**src/design/tcs_pkg.sv**
```systemverilog
// ----------------------------------------------------------------------------
// tcs_pkg
// Shared types and constants for the text clause splitter.
// ----------------------------------------------------------------------------
package tcs_pkg;

    typedef struct packed {
        logic [7:0] text_byte;
        logic       text_last;
    } tcs_in_t;

    typedef struct packed {
        logic [7:0] clause_byte;
        logic       clause_end;
        logic [1:0] clause_kind;
        logic       run_end;
    } tcs_out_t;

    typedef struct packed {
        logic [7:0] prior_byte;
        logic       prior_in_clause;
        logic       skipping_blanks;
        logic [1:0] ellipsis_left;
    } tcs_state_t;

    localparam logic [1:0] KIND_PERIOD   = 2'd0;
    localparam logic [1:0] KIND_QUESTION = 2'd1;
    localparam logic [1:0] KIND_EXCLAIM  = 2'd2;
    localparam logic [1:0] KIND_COMMA    = 2'd3;

    localparam logic [7:0] CHAR_SPACE     = 8'h20;
    localparam logic [7:0] CHAR_TAB       = 8'h09;
    localparam logic [7:0] CHAR_CR        = 8'h0D;
    localparam logic [7:0] CHAR_LF        = 8'h0A;
    localparam logic [7:0] CHAR_QUESTION  = 8'h3F;
    localparam logic [7:0] CHAR_EXCLAIM   = 8'h21;
    localparam logic [7:0] CHAR_COMMA     = 8'h2C;
    localparam logic [7:0] CHAR_PERIOD    = 8'h2E;
    localparam logic [7:0] CHAR_SEMICOLON = 8'h3B;
    localparam logic [7:0] CHAR_COLON     = 8'h3A;
    localparam logic [7:0] ELLIPSIS_0     = 8'hE2;
    localparam logic [7:0] ELLIPSIS_1     = 8'h80;
    localparam logic [7:0] ELLIPSIS_2     = 8'hA6;
    localparam logic [1:0] ELLIPSIS_RUN   = 2'd2;

    localparam tcs_state_t STATE_RESET = '{
        prior_byte:      8'h00,
        prior_in_clause: 1'b0,
        skipping_blanks: 1'b1,
        ellipsis_left:   2'd0
    };

    function automatic logic is_blank(input logic [7:0] b);
        is_blank = (b == CHAR_SPACE) || (b == CHAR_TAB) || (b == CHAR_CR) || (b == CHAR_LF);
    endfunction

    function automatic logic is_digit(input logic [7:0] b);
        is_digit = (b >= 8'h30) && (b <= 8'h39);
    endfunction

    function automatic logic is_letter(input logic [7:0] b);
        is_letter = ((b >= 8'h41) && (b <= 8'h5A)) || ((b >= 8'h61) && (b <= 8'h7A));
    endfunction

endpackage

```
**src/design/tcs_decide.sv**
```systemverilog
// ----------------------------------------------------------------------------
// tcs_decide
// Classifies one byte from its neighbours and the clause state, and gives the
// updated clause state.
// ----------------------------------------------------------------------------
module tcs_decide (
    input  logic               en,
    input  tcs_pkg::tcs_state_t st,
    input  logic [7:0]         cur,
    input  logic               h1,
    input  logic [7:0]         n1,
    input  logic               h2,
    input  logic [7:0]         n2,
    output tcs_pkg::tcs_state_t st_next,
    output logic               emit,
    output tcs_pkg::tcs_out_t  res
);
    import tcs_pkg::*;

    logic       is_end;
    logic [1:0] kind;
    logic       prev_digit;
    logic       next_digit;
    logic       ordinal;
    logic       ellipsis_start;
    tcs_state_t st_mid;

    assign prev_digit     = st.prior_in_clause && is_digit(st.prior_byte);
    assign next_digit     = h1 && is_digit(n1);
    assign ordinal        = (cur == CHAR_PERIOD) && prev_digit && h1 && (n1 == CHAR_SPACE)
                            && h2 && is_letter(n2);
    assign ellipsis_start = (cur == ELLIPSIS_0) && h1 && (n1 == ELLIPSIS_1)
                            && h2 && (n2 == ELLIPSIS_2);

    always_comb
    begin
        is_end  = 1'b0;
        kind    = KIND_PERIOD;
        emit    = 1'b0;
        st_mid  = st;
        st_next = st;
        if (en)
        begin
            emit = 1'b1;
            if (st.ellipsis_left != 2'd0)
            begin
                st_mid.ellipsis_left = st.ellipsis_left - 2'd1;
                is_end = (st.ellipsis_left == 2'd1);
            end
            else if (st.skipping_blanks && is_blank(cur))
            begin
                emit = 1'b0;
            end
            else
            begin
                st_mid.skipping_blanks = 1'b0;
                if (cur == CHAR_QUESTION)
                begin
                    is_end = 1'b1;
                    kind   = KIND_QUESTION;
                end
                else if (cur == CHAR_EXCLAIM)
                begin
                    is_end = 1'b1;
                    kind   = KIND_EXCLAIM;
                end
                else if ((cur == CHAR_COMMA) || (cur == CHAR_PERIOD))
                begin
                    if (!(prev_digit && next_digit) && !ordinal)
                    begin
                        is_end = 1'b1;
                        kind   = (cur == CHAR_COMMA) ? KIND_COMMA : KIND_PERIOD;
                    end
                end
                else if (ellipsis_start)
                begin
                    st_mid.ellipsis_left = ELLIPSIS_RUN;
                end
                else if ((cur == CHAR_SEMICOLON) || (cur == CHAR_COLON))
                begin
                    if (!h1 || is_blank(n1))
                    begin
                        is_end = 1'b1;
                        kind   = KIND_COMMA;
                    end
                end
            end
            if (emit)
            begin
                st_next = st_mid;
                if (is_end)
                begin
                    st_next.skipping_blanks = 1'b1;
                    st_next.prior_in_clause = 1'b0;
                end
                else
                begin
                    st_next.prior_byte      = cur;
                    st_next.prior_in_clause = 1'b1;
                end
            end
        end
    end

    assign res.clause_byte = cur;
    assign res.clause_end  = is_end;
    assign res.clause_kind = is_end ? kind : KIND_PERIOD;
    assign res.run_end     = 1'b0;

endmodule

```
**src/design/text_clause_splitter.sv**
```systemverilog
// ----------------------------------------------------------------------------
// text_clause_splitter
// Splits a UTF-8 byte stream into clauses, dropping leading whitespace and
// marking each clause end with its kind.
// ----------------------------------------------------------------------------
// One text byte is accepted per cycle while the input is not stalled. A byte
// is decided once the two bytes after it have arrived, so results trail the
// input by two bytes until the final byte of a text flushes the window. An
// accepted transaction is held in an input register until the result queue
// has room, and is then decided into a four-entry result queue, from whose
// head results are offered. The queue drains one result per cycle while
// the receiver does not stall, which sets the sustained rate of one byte
// per cycle. A final byte can yield up to three results, and input is
// stalled as the queue makes room for them; receiver stalls lengthen this.
// ----------------------------------------------------------------------------
module text_clause_splitter (
    input  logic             clk,
    input  logic             rst_n,
    input  logic             text_valid,
    output logic             text_stall,
    input  tcs_pkg::tcs_in_t  text_data,
    output logic             clause_valid,
    input  logic             clause_stall,
    output tcs_pkg::tcs_out_t clause_data
);
    import tcs_pkg::*;

    localparam int QDEPTH = 4;
    localparam int QW     = $clog2(QDEPTH);
    localparam int SLOTS  = 3;

    tcs_in_t          stage_reg;
    logic             stage_valid_reg;
    logic             stage_valid_next;
    logic [7:0]       window_reg [2];
    logic [1:0]       fill_reg;
    logic [1:0]       fill_next;
    tcs_state_t       state_reg;
    tcs_state_t       state_next;

    tcs_out_t         q_reg [QDEPTH];
    logic [QW-1:0]    head_reg;
    logic [QW:0]      count_reg;
    logic [QW:0]      count_next;
    logic [QW-1:0]    tail;

    logic             accept;
    logic             advance;
    logic             pop;

    logic [7:0]       seq [SLOTS];
    logic [1:0]       count_seq;
    logic             slot_en [SLOTS];
    logic             slot_h1 [SLOTS];
    logic             slot_h2 [SLOTS];
    tcs_state_t       chain [SLOTS+1];
    logic             emit [SLOTS];
    tcs_out_t         res [SLOTS];
    tcs_out_t         comp [SLOTS];
    logic [1:0]       npush;

    assign advance    = stage_valid_reg && (count_reg <= (QW+1)'(1));
    assign text_stall = stage_valid_reg && !advance;
    assign accept     = text_valid && !text_stall;
    assign pop        = (count_reg != '0) && !clause_stall;
    assign tail       = head_reg + count_reg[QW-1:0];

    assign clause_valid = (count_reg != '0);
    assign clause_data  = q_reg[head_reg];

    // Bytes in arrival order: window contents, then the staged byte.
    always_comb
    begin
        seq[0] = stage_reg.text_byte;
        seq[1] = stage_reg.text_byte;
        seq[2] = stage_reg.text_byte;
        case (fill_reg)
            2'd1:
            begin
                seq[0] = window_reg[0];
            end
            2'd2:
            begin
                seq[0] = window_reg[0];
                seq[1] = window_reg[1];
            end
            default:
            begin
                seq[0] = stage_reg.text_byte;
            end
        endcase
        count_seq = (fill_reg == 2'd2) ? 2'd3 : fill_reg + 2'd1;
    end

    assign chain[0] = state_reg;

    for (genvar i = 0; i < SLOTS; i++)
    begin : g_slot
        assign slot_h1[i] = (i + 1) < int'(count_seq);
        assign slot_h2[i] = (i + 2) < int'(count_seq);
        assign slot_en[i] = stage_valid_reg &&
                            (stage_reg.text_last ? (i < int'(count_seq))
                                                 : ((i == 0) && (fill_reg == 2'd2)));

        tcs_decide u_decide (
            .en      (slot_en[i]),
            .st      (chain[i]),
            .cur     (seq[i]),
            .h1      (slot_h1[i]),
            .n1      (seq[(i + 1) % SLOTS]),
            .h2      (slot_h2[i]),
            .n2      (seq[(i + 2) % SLOTS]),
            .st_next (chain[i+1]),
            .emit    (emit[i]),
            .res     (res[i])
        );
    end

    // Pack the emitted results in order, mark the last of the run, and close an open clause at the end of a text.
    always_comb
    begin
        npush = 2'd0;
        for (int k = 0; k < SLOTS; k++)
        begin
            comp[k] = '0;
        end
        for (int i = 0; i < SLOTS; i++)
        begin
            if (emit[i])
            begin
                comp[npush] = res[i];
                npush       = npush + 2'd1;
            end
        end
        if (npush != 2'd0)
        begin
            comp[npush - 2'd1].run_end = 1'b1;
            if (stage_reg.text_last && !chain[SLOTS].skipping_blanks)
            begin
                comp[npush - 2'd1].clause_end  = 1'b1;
                comp[npush - 2'd1].clause_kind = KIND_PERIOD;
            end
        end
    end

    always_comb
    begin
        state_next       = state_reg;
        fill_next        = fill_reg;
        stage_valid_next = stage_valid_reg;
        if (advance)
        begin
            stage_valid_next = 1'b0;
            if (stage_reg.text_last)
            begin
                state_next = STATE_RESET;
                fill_next  = 2'd0;
            end
            else
            begin
                state_next = chain[SLOTS];
                fill_next  = (fill_reg == 2'd2) ? 2'd2 : fill_reg + 2'd1;
            end
        end
        if (accept)
        begin
            stage_valid_next = 1'b1;
        end
        count_next = count_reg + (advance ? (QW+1)'(npush) : '0) - (QW+1)'(pop);
    end

    always_ff @(posedge clk or negedge rst_n)
    begin
        if (!rst_n)
        begin
            stage_valid_reg <= 1'b0;
            fill_reg        <= 2'd0;
            state_reg       <= STATE_RESET;
            head_reg        <= '0;
            count_reg       <= '0;
        end
        else
        begin
            stage_valid_reg <= stage_valid_next;
            fill_reg        <= fill_next;
            state_reg       <= state_next;
            count_reg       <= count_next;
            if (pop)
            begin
                head_reg <= head_reg + QW'(1);
            end
        end
    end

    always_ff @(posedge clk)
    begin
        if (accept)
        begin
            stage_reg <= text_data;
        end
        if (advance && !stage_reg.text_last)
        begin
            if (fill_reg == 2'd2)
            begin
                window_reg[0] <= window_reg[1];
                window_reg[1] <= stage_reg.text_byte;
            end
            else
            begin
                window_reg[fill_reg[0]] <= stage_reg.text_byte;
            end
        end
        if (advance)
        begin
            for (int k = 0; k < SLOTS; k++)
            begin
                if (2'(k) < npush)
                begin
                    q_reg[tail + QW'(k)] <= comp[k];
                end
            end
        end
    end

    a_queue_bound: assert property (@(posedge clk) disable iff (!rst_n)
        count_reg <= (QW+1)'(QDEPTH))
        else $error("result queue overfilled");

    a_one_result_mid_text: assert property (@(posedge clk) disable iff (!rst_n)
        advance && !stage_reg.text_last |-> npush <= 2'd1)
        else $error("more than one result for a byte inside the text");

    a_flush_resets: assert property (@(posedge clk) disable iff (!rst_n)
        advance && stage_reg.text_last |=> fill_reg == 2'd0 && state_reg.skipping_blanks)
        else $error("state not cleared after end of text");

    a_ellipsis_in_clause: assert property (@(posedge clk) disable iff (!rst_n)
        state_reg.ellipsis_left != 2'd0 |-> !state_reg.skipping_blanks)
        else $error("ellipsis pending outside a clause");

    a_window_bound: assert property (@(posedge clk) disable iff (!rst_n)
        fill_reg <= 2'd2)
        else $error("lookahead window count out of range");

endmodule
```
**config.mk**
```make
export PLATFORM = sky130hd
export DESIGN_NAME = text_clause_splitter
export DESIGN_NICKNAME = d
export VERILOG_FILES = /design/src/design/tcs_pkg.sv /design/src/design/tcs_decide.sv /design/src/design/text_clause_splitter.sv
export SDC_FILE = /design/constraint.sdc
export NUM_CORES = 1
export LEC_CHECK = 0
export ABC_CLOCK_PERIOD_IN_PS = 9660
export BUFFER_PORTS_ARGS = -buffer_cell sky130_fd_sc_hd__buf_4
export CORE_MARGIN = 3
export CORE_UTILIZATION = 35
export CTS_CLUSTER_DIAMETER = 40
export DETAILED_ROUTE_END_ITERATION = 6
export GPL_TIMING_DRIVEN = 0
export HOLD_SLACK_MARGIN = 0.05
export MAX_ROUTING_LAYER = met4
export PLACE_DENSITY = 0.55
export SLEW_MARGIN = 20
export SYNTH_ARGS = -nofsm -noshare
export SYNTH_HDL_FRONTEND = slang
export SYNTH_SLANG_ARGS = --single-unit
export TNS_END_PERCENT = 20
```
**constraint.sdc**
```tcl
create_clock -name clk -period 9.66 [get_ports clk]
set_clock_uncertainty 0.15 [all_clocks]
set_input_delay 0 -clock clk [delete_from_list [all_inputs] [get_ports clk]]
set_output_delay 0 -clock clk [all_outputs]
set_load 0.1 [all_outputs]
```
# Yosys cells after proc, flatten, opt, wreduce, memory -nomap -nowiden
# Memories as Yosys holds them, arrays and structs flattened.
# Cells that the tools add are included.
# totals
reg_bits	29
ram_bits	64
inputBits	13
elab_cells	317
memories	2
# memory_table
memory	depth	word_bits	read_ports	rd_ports_with_merged_regs	write_ports	line_no	source
q_reg	4	12	1	0	3	text_clause_splitter.sv:41	tcs_out_t q_reg [QDEPTH];
window_reg	2	8	2	0	2	text_clause_splitter.sv:35	logic [7:0] window_reg [2];
# classes
add_sub_neg	13
order_cmp	25
eq_ne	38
muxes	154
bitwise_logic	3
n_reduce_logical	72
# ops
op	count
bitwise mux 36 bit	5
equality test 8 x 6 -> 1 bit, second input constant	21
2-to-1 mux 36 bit	4
demux 12 bit (select 2 bit)	5
2-to-1 mux 12 bit	10
2-to-1 mux 2 bit	45
2-to-1 mux 1 bit	74
equality test 8 x 4 -> 1 bit, second input constant	9
2-to-1 mux 8 bit	6
logical AND 1 bit	37
>= comparator 8 x 6 -> 1 bit, second input constant	4
less-or-equal comparator 8 x 6 -> 1 bit, second input constant	4
equality test 8 bit, second input constant	3
logical OR 1 bit	18
>= comparator 8 x 7 -> 1 bit, second input constant	2
less-or-equal comparator 8 x 7 -> 1 bit, second input constant	2
2-to-1 mux 3 bit	4
adder 2 x 1 -> 2 bit, second input constant	5
nonzero test 2 bit	5
>= comparator 3 bit, second input constant	3
logical NOT 1 bit	9
less-than comparator 3 x 1 -> 1 bit, second input constant	3
NOT 2 -> 3 bit	3
equality test 2 x 1 -> 1 bit, second input constant	4
other kinds (13)	20

# Depth between registers and ports, before layout
# depth
depth_word	52
mapped_depth	24
ltp_nobuf	20

# Modules after synthesis
# From an unflattened synthesis, not the netlist that was laid out.
# hier_totals
hier_cells	751
hier_area_um2	7382.1
# modules_own_cells
module	n_inst	cells_per_inst	area_per_inst_um2
text_clause_splitter	1	484	5490.3
tcs_decide	3	89	630.6

# Least setup slack after synthesis
# OpenSTA, ideal clock, no wires.
# synth_timing
path_type	register -> register
startpoint	reg fill_reg[0]
endpoint	mem q_reg[1][0] in the netlist's numbering, enable pin
arrival_ps	4893
required_time_ps	9112
setup_slack_ps	4220
path_stages_with_launch	18
synth_period_minus_slack_ps	5440
path_cell_list	dfrtp_1 inv_1 ha_1 buf_4 buf_2 or4b_1 a22oi_1 nor3b_1 nor3_1 a32o_1 a21oi_1 a21o_1 buf_2 fa_1 clkbuf_1 nor2_1 a21oi_1 o21ai_0
# synth_lines
element	line_no	source
start: declaration	text_clause_splitter.sv:36	logic [1:0] fill_reg;
start signal: assignment	text_clause_splitter.sv:185	fill_reg <= fill_next;
end: declaration	text_clause_splitter.sv:41	

==> impl_metrics.yaml <==
outcome:
  status: "completed"
die:
  die_area_um2: 21390
  fp.dieH_um: 146.3
  fp-row-count: 50
  core_um2: 19020
  start_util_pct: 36.21
  die_w_um: 146.3
  ios: 27
detailed_routing:
  drtIter0Drc: 586
  drtAntennaViolNets: 0
  viasPerCell: 6.389
  wirelength_um: 25320
  vias: 6574
  drc: 0
  routedWlPerCell_um: 24.61
  firstDrtPassIters: 5
hold_path:
  hold_class: "in2reg"
  hp-start: "text_data[7]"
power_and_ir_drop:
  p_leak_nw: 2.644
  ir_drop_mv: 0.1233
  internal_power_mw: 1.291
  pwr-share-clk_pct: 14.2
  switching_power_mw: 1.358
  swShare_pct: 51.26
  pwr-share-seq_pct: 24.4
  p_comb_share_pct: 61.4
  power.density_nw_per_um2: 334.3
timing:
  fmax_mhz: 143.6
  min_period_over_period_pct: 72.07
  period_needed_ns: 6.962
  report.final.setup_viol: 0
  slew_headroom_pct: 23.58
  finalWorstSetupSlack_ns: 2.698
  rsz0062_at_grt: "no"
  maxSlewViolCount: 0
  finalSetupTns_ns: 0
  finalHoldViolCount: 0
  worst_slew_pin_slew_ns: 1.131
job:
  maxCapViolCount: 0
place:
  place.detailed.hpwl_um: 19210
  place_area_um2: 7471
  place_inst: 999
  numPortBuffers: 26
  place_ws_ns: 2.887
  place_congestion: 1.031
clock_network:
  tritoncts: "built"
  clock-root-buffer: "clkbuf_16"
  htree_levels: 3
  cts.repair.resized: 0
  clock_sinks: 92
  clockBufferDepth: 2
  clk_pin_slew_worst_paths_ns: 0.07
  cts_buffers: 9
  insertion_delay_ns: 0.36
synth:
  synth_edf_count: 73
  synth_warnings: 0
  async_flop_share_pct: 20.65
  synthesis.area_um2: 6887
  syn_area_per_cell_um2: 9.699
  postSynthCellCount: 710
  synth.distinct_cells: 99
  ys_seq_area_share_pct: 38.75
  synth_seq_cells: 92
  synth_nets: 733
  ys.flop_type: "edfxtp_1"
final_layout:
  area_growth_pct: 15.12
  antenna_cells: 0
  design_area_um2: 7928
  largest_register_ffs: 48
  drive_gt1_share_pct: 15.99
  final_common_cell: "nand2_1"
  fin_nets: 787
  final_cell_mix: "nand2_1, edfxtp_1, nor2_1"
  fin_cells: 1029
grt:
  grt_usage_pct: 24.03
  grt_pass1_vias: 6329
  grt_pass1_wl_um: 38840
  grt_max_degree: 19
  antenna_found_initial: 0
  overflow: 0
worst_setup_path:
  rr_startpoint: "fill_reg[0]$_DFFE_PN0P_"
  critical_path_arrival_ns: 6.88
  required_ns: 9.58
  endpoint_kind: "flop"
  cp_max_fo: 10
  crit_start: "fill_reg[0]$_DFFE_PN0P_"
  worstSetupPathType: "reg2reg"
  worstSetupStartpointType: "flop"
[worst paths after layout]
| path | cells after the start | endpoint | slack (ns) |
|---|---|---|---|
| worst max register to register | 20 | q_reg[1][5]$_DFFE_PP_ | 2.70 |
| min in group asynchronous | 3 | chain[38]$_DFFE_PN1P_ | 0.50 |
| worst max-delay path | 20 | q_reg[1][5]$_DFFE_PP_ | 2.70 |
| worst min register to register | 0 | window_reg[1][7]$_DFFE_PP_ | 0.31 |
| worst min-delay path | 2 | seq[6]$_DFFE_PP_ | 0.20 |
| max in group asynchronous | 4 | fill_reg[1]$_DFFE_PN0P_ | 8.40 |
[cell families (layout without fill, tap and decap cells)]
family	Yosys count	count (layout)	synth area share [%]
AOI/OAI and AO/OA	232	232	26.11
xor gates and xnor gates	7	7	0.8903
adders and majority gates	10	10	2.035
buffers and inverters	65	124	3.834
DFF	92	92	38.75
muxes	37	37	7.758
and+or+nand+nor	267	267	20.62
[cell usage after synthesis, types with 5 or more instances]
cell,count,share of area (%)
nand2_1,86,4.7
edfxtp_1,73,32
nor2_1,44,2.4
o21ai_0,31,2.3
a21oi_1,30,2.2
clkbuf_1,28,1.5
nand3_1,26,1.9
inv_1,24,1.3
o221ai_1,24,3.1
nor3_1,21,1.5
dfrtp_1,18,6.5
mux2i_1,14,2.0
mux4_2,12,3.9
mux2_2,11,1.8
o211ai_1,11,1.2
o21ai_1,11,0.80
o22ai_1,11,1.0
and3_1,10,0.91
nand2b_1,9,0.82
a2bb2oi_1,8,1.0
ha_1,8,1.5
o2bb2ai_1,8,1.0
or3_1,8,0.73
a22oi_1,7,0.76
nor2b_1,7,0.64
nand4_1,6,0.55
o21a_1,6,0.65
o31ai_1,6,0.65
a211o_1,5,0.64
a211oi_1,5,0.55
nand3b_1,5,0.55
nor3b_1,5,0.55
or2_2,5,0.45
[layout make-up]
| type | instances | area (µm²) |
|---|---|---|
| fillers | 1926 | 11090 |
| multi-input cells | 553 | 3989 |
| flip-flops and latches | 92 | 2669 |
| repair buffers | 43 | 364.1 |
| well taps | 260 | 325.3 |
| clock buffers | 9 | 225.2 |
| plain buffers | 39 | 166.4 |
| inverters | 26 | 97.59 |
| clock inverters | 7 | 91.34 |
[what timing repair did]
item / 4_1_cts / 5_1_grt
buffers inserted: 0 / 0
hold buffers: 14 / 0
hold endpoints to repair: 31 / 0
[layer usage]
metal / up-vias / wire length [µm] / track usage (%)
met1: 3201 / 10570 / 30.86
met3: 69 / 1773 / 3.600
met2: 389 / 12090 / 38.78
met5: - / 0 / -
li1: 2915 / - / -
met4: 0 / 886 / 8.655
[per-stage QoR]
stage	utilization (%)	hold slack (ns)	power, mW
2_1_floorplan	-	-0.4456	1.805
3_5_place_dp	39.28	-0.2374	2.250
4_1_cts	41.68	0.1966	2.639
5_1_grt	41.68	0.2109	2.791
3_3_place_gp	38.95	-0.2458	2.218
6_report	41.68	0.2021	2.650
[power by group through the flow]
stage	sequential (mW)	clock, mW	combinational, mW
4_1_cts	0.645	0.385	1.61
6_report	0.646	0.378	1.63
5_1_grt	0.658	0.400	1.73
3_5_place_dp	0.654	0	1.60
2_1_floorplan	0.631	0	1.17
3_3_place_gp	0.653	0	1.57
[critical path: stages, from the launching register on]
cell and delay (ns):
dfrtp_1 0.40, inv_1 0.13, ha_1 0.17, buf_4 0.16, buf_2 0.23, buf_1 0.45
a21oi_1 0.37, a2111oi_2 0.55, o311ai_1 0.26, a32o_1 0.38, a21oi_1 0.32, a21o_1 0.31
buf_2 0.32, fa_1 0.45, clkbuf_1 0.22, nor2_1 0.32, inv_1 0.20, nor2_1 0.18
nand3_1 0.35, nand2_1 0.52, o221ai_1 0.25
Note: power is estimated with default switching activity, not from simulation.
